<file path="config.mk">
export PLATFORM = sky130hd
export DESIGN_NAME = sgm_ctrl
export DESIGN_NICKNAME = d
export VERILOG_FILES = /design/src/rtl/core/sobel_gradient_magnitude_top_defines.svh /design/src/rtl/core/sgm_pkg.sv /design/src/rtl/core/sgm_ctrl.sv
export SDC_FILE = /design/constraint.sdc
export NUM_CORES = 1
export LEC_CHECK = 0
export ABC_AREA = 0
export BUFFER_PORTS_ARGS = -buffer_cell sky130_fd_sc_hd__buf_4
export CORE_AREA = 5 5 42 44
export DETAILED_ROUTE_END_ITERATION = 8
export DIE_AREA = 0 0 47 49
export SLEW_MARGIN = 20
export SYNTH_ARGS = -nofsm -noshare
export SYNTH_HDL_FRONTEND = slang
export SYNTH_SLANG_ARGS = --single-unit
</file>
<file path="constraint.sdc">
create_clock -name clk -period 1.53 [get_ports clk]
set_clock_uncertainty 0.05 [all_clocks]
set_input_delay 0.459 -clock clk [delete_from_list [all_inputs] [get_ports clk]]
set_output_delay 0.459 -clock clk [all_outputs]
set_load 0.01 [all_outputs]
</file>
<file path="src/rtl/core/sobel_gradient_magnitude_top_defines.svh">
// assertion macros for the sobel gradient block
`ifndef SOBEL_GRADIENT_MAGNITUDE_TOP_DEFINES_SVH
`define SOBEL_GRADIENT_MAGNITUDE_TOP_DEFINES_SVH

`ifndef SYNTHESIS
// same-cycle implication, clocked on clk, off during reset
`define SGM_ASSERT_IMP(lbl, ante, cons) \
	lbl: assert property (@(posedge clk) disable iff (!arst_n) (ante) |-> (cons)) \
		else $error("sgm assertion failed");
// next-cycle implication, clocked on clk, off during reset
`define SGM_ASSERT_NEXT(lbl, ante, cons) \
	lbl: assert property (@(posedge clk) disable iff (!arst_n) (ante) |=> (cons)) \
		else $error("sgm assertion failed");
`else
`define SGM_ASSERT_IMP(lbl, ante, cons)
`define SGM_ASSERT_NEXT(lbl, ante, cons)
`endif

`endif

</file>
<file path="src/rtl/core/sgm_pkg.sv">
package sgm_pkg;

	// fixed field widths
	localparam int GRAD_W = 11;
	localparam int MAG_W  = 15;
	localparam int CFG_W  = 12;
	localparam int ROW_W  = 13;
	localparam int IDX_W  = 2;

	// configuration register indexes
	localparam logic [IDX_W-1:0] REG_FRAME_WIDTH  = 2'd0;
	localparam logic [IDX_W-1:0] REG_FRAME_HEIGHT = 2'd1;
	localparam logic [IDX_W-1:0] REG_BORDER_MODE  = 2'd2;

	// configuration reset values
	localparam logic [CFG_W-1:0] FRAME_WIDTH_RST  = 12'd640;
	localparam logic [CFG_W-1:0] FRAME_HEIGHT_RST = 12'd480;
	localparam logic [CFG_W-1:0] MIN_DIM          = 12'd3;

	// input item kinds
	localparam logic KIND_PIXEL = 1'b0;
	localparam logic KIND_FLUSH = 1'b1;

	// border modes
	localparam logic BORDER_REPEAT = 1'b0;
	localparam logic BORDER_ZERO   = 1'b1;

	typedef enum logic [2:0] {
		ST_IDLE,
		ST_LOAD,
		ST_SQUARE,
		ST_ROOT_INIT,
		ST_ROOT,
		ST_DONE
	} state_t;

	typedef struct packed {
		logic accept;
		logic load;
		logic square;
		logic root_init;
		logic root_step;
		logic push;
	} cmd_t;

	typedef struct packed {
		logic drop;
		logic has_res;
		logic root_last;
		logic out_free;
	} status_t;

endpackage

</file>
<file path="src/rtl/core/sgm_ctrl.sv">
module sgm_ctrl (
	input  logic             clk,
	input  logic             arst_n,
	input  logic             pix_valid,
	output logic             pix_ready,
	input  sgm_pkg::status_t stat,
	output sgm_pkg::cmd_t    cmd
);

	sgm_pkg::state_t state_q, state_nx;

	// state register
	always_ff @(posedge clk or negedge arst_n) begin
		if (!arst_n) begin
			state_q <= sgm_pkg::ST_IDLE;
		end else begin
			state_q <= state_nx;
		end
	end

	// next state
	always_comb begin
		state_nx = state_q;
		case (state_q)
			sgm_pkg::ST_IDLE: begin
				if (pix_valid && !stat.drop) state_nx = sgm_pkg::ST_LOAD;
			end
			sgm_pkg::ST_LOAD: begin
				state_nx = stat.has_res ? sgm_pkg::ST_SQUARE : sgm_pkg::ST_IDLE;
			end
			sgm_pkg::ST_SQUARE:    state_nx = sgm_pkg::ST_ROOT_INIT;
			sgm_pkg::ST_ROOT_INIT: state_nx = sgm_pkg::ST_ROOT;
			sgm_pkg::ST_ROOT: begin
				if (stat.root_last) state_nx = sgm_pkg::ST_DONE;
			end
			sgm_pkg::ST_DONE: begin
				if (stat.out_free) state_nx = sgm_pkg::ST_IDLE;
			end
			default: state_nx = sgm_pkg::ST_IDLE;
		endcase
	end

	// commands
	always_comb begin
		cmd = '0;
		pix_ready = 1'b0;
		case (state_q)
			sgm_pkg::ST_IDLE: begin
				pix_ready = 1'b1;
				cmd.accept = pix_valid;
			end
			sgm_pkg::ST_LOAD:      cmd.load = 1'b1;
			sgm_pkg::ST_SQUARE:    cmd.square = 1'b1;
			sgm_pkg::ST_ROOT_INIT: cmd.root_init = 1'b1;
			sgm_pkg::ST_ROOT:      cmd.root_step = 1'b1;
			sgm_pkg::ST_DONE:      cmd.push = stat.out_free;
			default: begin
				cmd = '0;
			end
		endcase
	end

endmodule

</file>
==> results of run 1 <==
what timing repair did:
action / CTS / global route
buffers inserted: 1 / 0
hold buffers: 1 / 0
setup endpoints to repair: 7 / 7
gates resized for setup: 2 / 0
pin swaps: 1 / 2
hold endpoints to repair: 3 / 0
gates cloned: 0 / 0
kinds of logic after synthesis:
family                 after synthesis  synth area share
AND/OR/NAND/NOR                     12            0.3718
AO/OA/AOI/OAI                        4            0.1154
flip-flops                           3            0.3846
multiplexers                         1           0.05128
buffers and inverters                2           0.07690
cell usage after synthesis (all sizes together):
library cell	n	area share
a21o	1	0.038
a21oi	1	0.026
and2	2	0.064
and3b	1	0.045
buf	1	0.058
dfrtp	3	0.38
inv	1	0.019
mux2i	1	0.051
nand2	1	0.019
nand2b	1	0.032
nor2	3	0.058
nor2b	1	0.032
nor3	1	0.026
nor3b	1	0.064
o21ai	2	0.051
or2	1	0.032
final timing paths:
| check | startpoint | endpoint | slack, ns |
|---|---|---|---|
| max in group asynchronous | arst_n | state_q[0] | 0.83 |
| worst min-delay path | stat[2] | state_q[1] | 0.38 |
| min in group asynchronous | arst_n | state_q[1] | 0.50 |
| worst min register to register | state_q[1] | state_q[0] | 0.59 |
| worst max register to register | state_q[2] | state_q[1] | 0.44 |
| worst max-delay path | state_q[0] | cmd[5] | -0.10 |
worst max-delay path, stage by stage, from the launching register on:
cell and delay [ns]:
sky130_fd_sc_hd__dfrtp_1 0.41, sky130_fd_sc_hd__nor3_2 0.22, sky130_fd_sc_hd__and2_1 0.15, sky130_fd_sc_hd__buf_4 0.11
layer usage:
metal / global-route usage / vias to the layer above / routed length [um]
li1: - / 109 / -
met1: 0.05752 / 94 / 233
met2: 0.04977 / 10 / 240
met3: 0 / 2 / 28
met4: 0.06912 / 0 / 15
met5: 0 / - / 0
where the power goes:
group          internal [W]  leakage (nW)  switching [W]
combinational      0.000175         0.139       0.000123
clock             0.0000979        0.0150      0.0000439
sequential         0.000108        0.0391      0.0000381
layout make-up:
class,instances,area (um2)
Clock buffer,4,26.28
Fill cell,161,1039
Tap cell,16,20.02
Inverter,1,3.754
Multi-Input combinational cell,17,111.4
Sequential cell,3,75.07
Timing Repair Buffer,16,126.4
through the flow:
step | cell area (um2) | worst slack [ns] | power (W) | utilization | std cells
floorplan | 200.2 | 0.08023 | 0.0003132 | - | 22
global placement | 314.1 | 0.1528 | 0.0004303 | 0.2241 | 51
detailed placement | 314.1 | 0.1366 | 0.0004319 | 0.2241 | 51
CTS | 362.8 | -0.1162 | 0.0005960 | 0.2589 | 57
global route | 362.8 | -0.1579 | 0.0006222 | 0.2589 | 57
finish | 362.8 | -0.1040 | 0.0005859 | 0.2589 | 57
==> reports/qor.json, run 1 <==
{
  "drv_cap": {"value": 0},
  "synth.ff_latch_count": {"value": 3},
  "wl_per_cell": {"value": 9.088, "unit": "um"},
  "rr_worst_depth": {"value": 4},
  "grt_max_degree": {"value": 7},
  "leakagePower": {"value": 0.1926, "unit": "nW"},
  "timing.final.ws_setup": {"value": -0.1040, "unit": "ns"},
  "worst_skew_pair.late_latency": {"value": 0.23, "unit": "ns"},
  "cts_root_buf": {"value": "sky130_fd_sc_hd__clkbuf_4"},
  "post_synth_inst_count": {"value": 22},
  "floorplan.die.width": {"value": 47, "unit": "um"},
  "failed_checks": {"value": "negative setup slack"},
  "tritoncts.num_buffers": {"value": 3},
  "syn-num-nets": {"value": 29},
  "clk_transition_reported_paths": {"value": 0.04, "unit": "ns"},
  "globalRoute.totalOverflow": {"value": 0},
  "final_cell_mix": {"value": "sky130_fd_sc_hd__buf_4, sky130_fd_sc_hd__nor2_1, sky130_fd_sc_hd__clkbuf_4, sky130_fd_sc_hd__dfrtp_1"},
  "setup-tns-final": {"value": -0.3523, "unit": "ns"},
  "yosysSeqAreaShare": {"value": 0.3846},
  "routed_wirelength": {"value": 518, "unit": "um"},
  "vias": {"value": 215},
  "critical_path_peak_fanout": {"value": 5},
  "final.period_utilization": {"value": 1.068},
  "grt_setup_unrepaired": {"value": "true"},
  "power_density": {"value": 1615, "unit": "mW/mm2"},
  "cp.arrival": {"value": 1.13, "unit": "ns"},
  "layout_commonest_cell": {"value": "sky130_fd_sc_hd__buf_4"},
  "postSynthAreaPerCell": {"value": 8.872, "unit": "um2"},
  "boundaryPins": {"value": 14},
  "timing.max_slew.rel_slack": {"value": 0.8809},
  "flip_flop_count_of_the_largest_register_all_copies_and_words_added": {"value": 3},
  "initial_core_util": {"value": 0.1393},
  "timing.fmax": {"value": 612.0, "unit": "MHz"},
  "grt_first_pass_wirelength": {"value": 696, "unit": "um"},
  "final_net_count": {"value": 49},
  "kind_of_path_behind_the_tightest_hold_check": {"value": "primary input to register"},
  "worst-endpoint-required": {"value": 1.02, "unit": "ns"},
  "portBuffers": {"value": 13},
  "critical_path_end_type": {"value": "output pin"},
  "min_delay_path_depth": {"value": 2},
  "clkSinkCount": {"value": 3},
  "htree_levels": {"value": 1},
  "post_synth_instance_area": {"value": 195.2, "unit": "um2"},
  "detail_route.drc_violations": {"value": 0},
  "critPathLaunchType": {"value": "register"},
  "first_global_vias": {"value": 194},
  "tightestPinTransition": {"value": 0.1787, "unit": "ns"},
  "ir_worst_vdd": {"value": 0.0004177, "unit": "V"},
  "row_cnt": {"value": 14},
  "route.detailed.vias_per_inst": {"value": 3.772},
  "setup.worst_path.class": {"value": "register to output pin"},
  "slew_viol_final": {"value": 0},
  "cts.path.max_buffers": {"value": 2},
  "firstDrtPassIters": {"value": 2},
  "yosysWarnings": {"value": 0},
  "top_regs": {"value": "state_q (3)"},
  "run_status": {"value": "complete, but fails checks"},
  "finalHoldWorstSlack": {"value": 0.3809, "unit": "ns"},
  "synth_cell_type_count": {"value": 16},
  "timing.final.hold_violations": {"value": 0},
  "drive_gt1_frac": {"value": 0.5122},
  "most_flop_heavy_register": {"value": "state_q"},
  "final_period_minus_worst_setup_slack": {"value": 1.634, "unit": "ns"},
  "detailedRoute.firstIterationViolations": {"value": 6},
  "antenna-diode-count": {"value": 0},
  "setup-violations-final": {"value": 6},
  "ant_nets": {"value": 0},
  "dieArea": {"value": 0.002303, "unit": "mm2"},
  "initial_antenna_violation_count": {"value": 0},
  "floorplan.core_area": {"value": 0.001401, "unit": "mm2"},
  "fp.dieH": {"value": 49, "unit": "um"},
  "cts_tree": {"value": "built"},
  "grt.total_usage": {"value": 0.04446},
  "finalWeightedCongestion": {"value": 0.5883},
  "syn2layout_area_growth": {"value": 85.90, "unit": "%"}
}
No activity file was read; power rests on OpenSTA's default activity.
==> inputs of run 2 (changes only) <==
--- a/config.mk
+++ b/config.mk
@@ -6,6 +6,7 @@
 export NUM_CORES = 1
 export LEC_CHECK = 0
 export ABC_AREA = 0
+export ABC_CLOCK_PERIOD_IN_PS = 1530
 export BUFFER_PORTS_ARGS = -buffer_cell sky130_fd_sc_hd__buf_4
 export CORE_AREA = 5 5 42 44
 export DETAILED_ROUTE_END_ITERATION = 8
==> constraint.sdc (replaced) <==
create_clock -name clk -period 1.53 [get_ports clk]
set_clock_uncertainty 0.05 [all_clocks]
set_input_delay 0 -clock clk [delete_from_list [all_inputs] [get_ports clk]]
set_output_delay 0 -clock clk [all_outputs]
set_load 0.01 [all_outputs]
==> run 2 against run 1 <==
Compared with the run above:
- the run now ends clean
- global-route usage up 1.9 points
- clock power about the same
- critical endpoint unchanged
- utilization is 1.1 points lower
- combinational power fell by 15%
- non-clock buffer count decreased by 1
- worst hold slack got worse by 0.34 ns
- register-to-register slack better by 0.03 ns
- largest power group unchanged
- clock-buffer cell count stayed put
==> reports/qor.json, run 2 (synthesis results as in run 1) <==
{
  "worst_skew_pair.late_latency": {"value": 0.24, "unit": "ns", "change": "about the same"},
  "grt_max_degree": {"value": 9, "change": "+2"},
  "clk_transition_reported_paths": {"value": 0.04, "unit": "ns", "change": "about the same"},
  "tritoncts.num_buffers": {"value": 3, "change": "unchanged"},
  "flip_flop_count_of_the_largest_register_all_copies_and_words_added": {"value": 3, "change": "unchanged"},
  "dieArea": {"value": 0.002303, "unit": "mm2", "change": "unchanged"},
  "finalHoldWorstSlack": {"value": 0.03676, "unit": "ns", "change": "-0.3442 ns"},
  "wl_per_cell": {"value": 10.13, "unit": "um", "change": "+11%"},
  "critical_path_end_type": {"value": "output pin"},
  "total_chip_power": {"value": 0.0005520, "unit": "W", "change": "-5.8%"},
  "antenna-diode-count": {"value": 0, "change": "unchanged"},
  "initial_antenna_violation_count": {"value": 0, "change": "unchanged"},
  "critical_path_peak_fanout": {"value": 8, "change": "+3"},
  "cts.repair.resized": {"value": 0, "change": "-2"},
  "ir_worst_vdd": {"value": 0.0004483, "unit": "V", "change": "+7.3%"},
  "vias": {"value": 212, "change": "-1.4%"},
  "grt_first_pass_wirelength": {"value": 924, "unit": "um", "change": "+33%"},
  "finalWeightedCongestion": {"value": 0.5952, "change": "+1.2%"},
  "finish.instance_area": {"value": 347.8, "unit": "um2", "change": "-4.1%"},
  "final.period_utilization": {"value": 0.8193, "change": "-0.2486"},
  "timing.fmax": {"value": 797.7, "unit": "MHz", "change": "+30%"},
  "critPathLaunchType": {"value": "register"},
  "boundaryPins": {"value": 14, "change": "unchanged"},
  "setup.worst_path.class": {"value": "register to output pin"},
  "detail_route.drc_violations": {"value": 0, "change": "unchanged"},
  "routed_wirelength": {"value": 567, "unit": "um", "change": "+9.5%"},
  "floorplan.die.width": {"value": 47, "unit": "um", "change": "unchanged"},
  "tightestPinTransition": {"value": 0.2294, "unit": "ns", "change": "+0.05070 ns"},
  "cpMaxStageDelayCell": {"value": "sky130_fd_sc_hd__dfrtp_1"},
  "row_cnt": {"value": 14, "change": "unchanged"},
  "top_regs": {"value": "state_q (3)"},
  "timing.final.hold_violations": {"value": 0, "change": "unchanged"},
  "leakagePower": {"value": 0.1846, "unit": "nW", "change": "-4.2%"},
  "final_cell_mix": {"value": "sky130_fd_sc_hd__buf_4, sky130_fd_sc_hd__nor2_1, sky130_fd_sc_hd__clkbuf_4, sky130_fd_sc_hd__dfrtp_1"},
  "initial_core_util": {"value": 0.1393, "change": "unchanged"},
  "detailedRoute.firstIterationViolations": {"value": 4, "change": "-2"},
  "firstDrtPassIters": {"value": 3, "change": "+1"},
  "cts_root_buf": {"value": "sky130_fd_sc_hd__clkbuf_4"},
  "drive_gt1_frac": {"value": 0.4250, "change": "-0.08720"},
  "syn2layout_area_growth": {"value": 78.21, "unit": "%"},
  "slew_viol_final": {"value": 0, "change": "unchanged"},
  "most_flop_heavy_register": {"value": "state_q"},
  "cts.path.max_buffers": {"value": 2, "change": "unchanged"},
  "setup-tns-final": {"value": 0, "unit": "ns", "change": "+0.3523 ns"},
  "placedCellCount": {"value": 50, "change": "-2.0%"},
  "layout_commonest_cell": {"value": "sky130_fd_sc_hd__buf_4"},
  "globalRoute.totalOverflow": {"value": 0, "change": "unchanged"},
  "route.detailed.vias_per_inst": {"value": 3.786, "change": "+0.37%"},
  "kind_of_path_behind_the_tightest_hold_check": {"value": "primary input to async pin"},
  "dpl_cell_area": {"value": 301.5, "unit": "um2", "change": "-4.0%"},
  "holdBufCountCts": {"value": 2, "change": "+1"},
  "timing.max_slew.rel_slack": {"value": 0.8471, "change": "-0.03380"},
  "grt_setup_unrepaired": {"value": "false"},
  "filler_cell_count": {"value": 171, "change": "+6.2%"},
  "power_density": {"value": 1587, "unit": "mW/mm2", "change": "-1.7%"},
  "postCtsSetupBuffers": {"value": 0, "change": "-1"},
  "first_global_vias": {"value": 234, "change": "+21%"},
  "final_cell_count_no_fill": {"value": 56, "change": "-1.8%"},
  "fp.dieH": {"value": 49, "unit": "um", "change": "unchanged"},
  "place.detailed.hpwl": {"value": 419.4, "unit": "um"},
  "ant_nets": {"value": 0, "change": "unchanged"},
  "critical_path.cell_chain": {"value": "nor3_1, and2_1, buf_4"},
  "cts_tree": {"value": "built"},
  "drv_cap": {"value": 0, "change": "unchanged"},
  "grt.total_usage": {"value": 0.06351, "change": "+0.01905"},
  "final_period_minus_worst_setup_slack": {"value": 1.254, "unit": "ns", "change": "-0.3804 ns"},
  "worst-endpoint-required": {"value": 1.48, "unit": "ns", "change": "+0.46 ns"},
  "critPathMaxStageDelay": {"value": 0.44, "unit": "ns", "change": "+0.03 ns"},
  "area_of_the_multi_input_gates": {"value": 105.1, "unit": "um2", "change": "-5.6%"},
  "seqCellArea": {"value": 75.07, "unit": "um2", "change": "unchanged"},
  "run_status": {"value": "finished, final reports clean"},
  "floorplan.core_area": {"value": 0.001401, "unit": "mm2", "change": "unchanged"},
  "htree_levels": {"value": 1, "change": "unchanged"},
  "setup-violations-final": {"value": 0, "change": "-6"},
  "final_net_count": {"value": 48, "change": "-2.0%"},
  "portBuffers": {"value": 13, "change": "unchanged"},
  "clkSinkCount": {"value": 3, "change": "unchanged"},
  "cp.arrival": {"value": 1.20, "unit": "ns", "change": "+0.07 ns"}
}
run 2: cell count changes in the layout (fill, tap and decap cells not counted), sizes merged:
cell	before	now
buf	15	13
dlygate4sd3	1	2
run 2: final cells by class:
class	instances	area share
Sequential cell	3	0.2158
Inverter	1	0.01079
Tap cell	16	0.05755
Multi-Input combinational cell	17	0.3022
Timing Repair Buffer	15	0.3381
Clock buffer	4	0.07554
run 2: metrics by stage:
stage                     utilization  worst slack, ns
final                          0.2482           0.2764
after global routing           0.2482           0.1139
after CTS                      0.2482           0.2436
after detailed placement       0.2152           0.4677
after global placement         0.2152           0.4968
after floorplan                     -           0.4275
run 2: layer usage:
metal / GRT usage / wire length, um
met1: 0.07080 / 262
met2: 0.07014 / 215
met3: 0.05535 / 69
met4: 0.05530 / 19
met5: 0 / 0
run 2: worst paths after layout:
path	start	end	slack [ns]	cells after the start
worst max-delay path	state_q[0]	cmd[5]	0.28	3
worst min-delay path	arst_n	state_q[1]	0.04	2
worst max register to register	state_q[0]	state_q[2]	0.47	2
worst min register to register	state_q[1]	state_q[0]	0.61	2
max in group asynchronous	arst_n	state_q[0]	1.29	2
min in group clk	stat[1]	state_q[0]	0.04	3
run 2: critical path, delay by kind of cell (launching register included):
kind                   cells  cell delay [ns]
buffers and inverters      1             0.11
DFF                        1             0.44
and+or+nand+nor            2             0.41
run 2: power by group:
| group | switching (W) | leakage, nW | total [W] | internal, W |
|---|---|---|---|---|
| clock network | 0.0000460 | 0.0150 | 0.000144 | 0.0000980 |
| logic | 0.000108 | 0.130 | 0.000253 | 0.000145 |
| registers | 0.0000472 | 0.0391 | 0.000155 | 0.000108 |
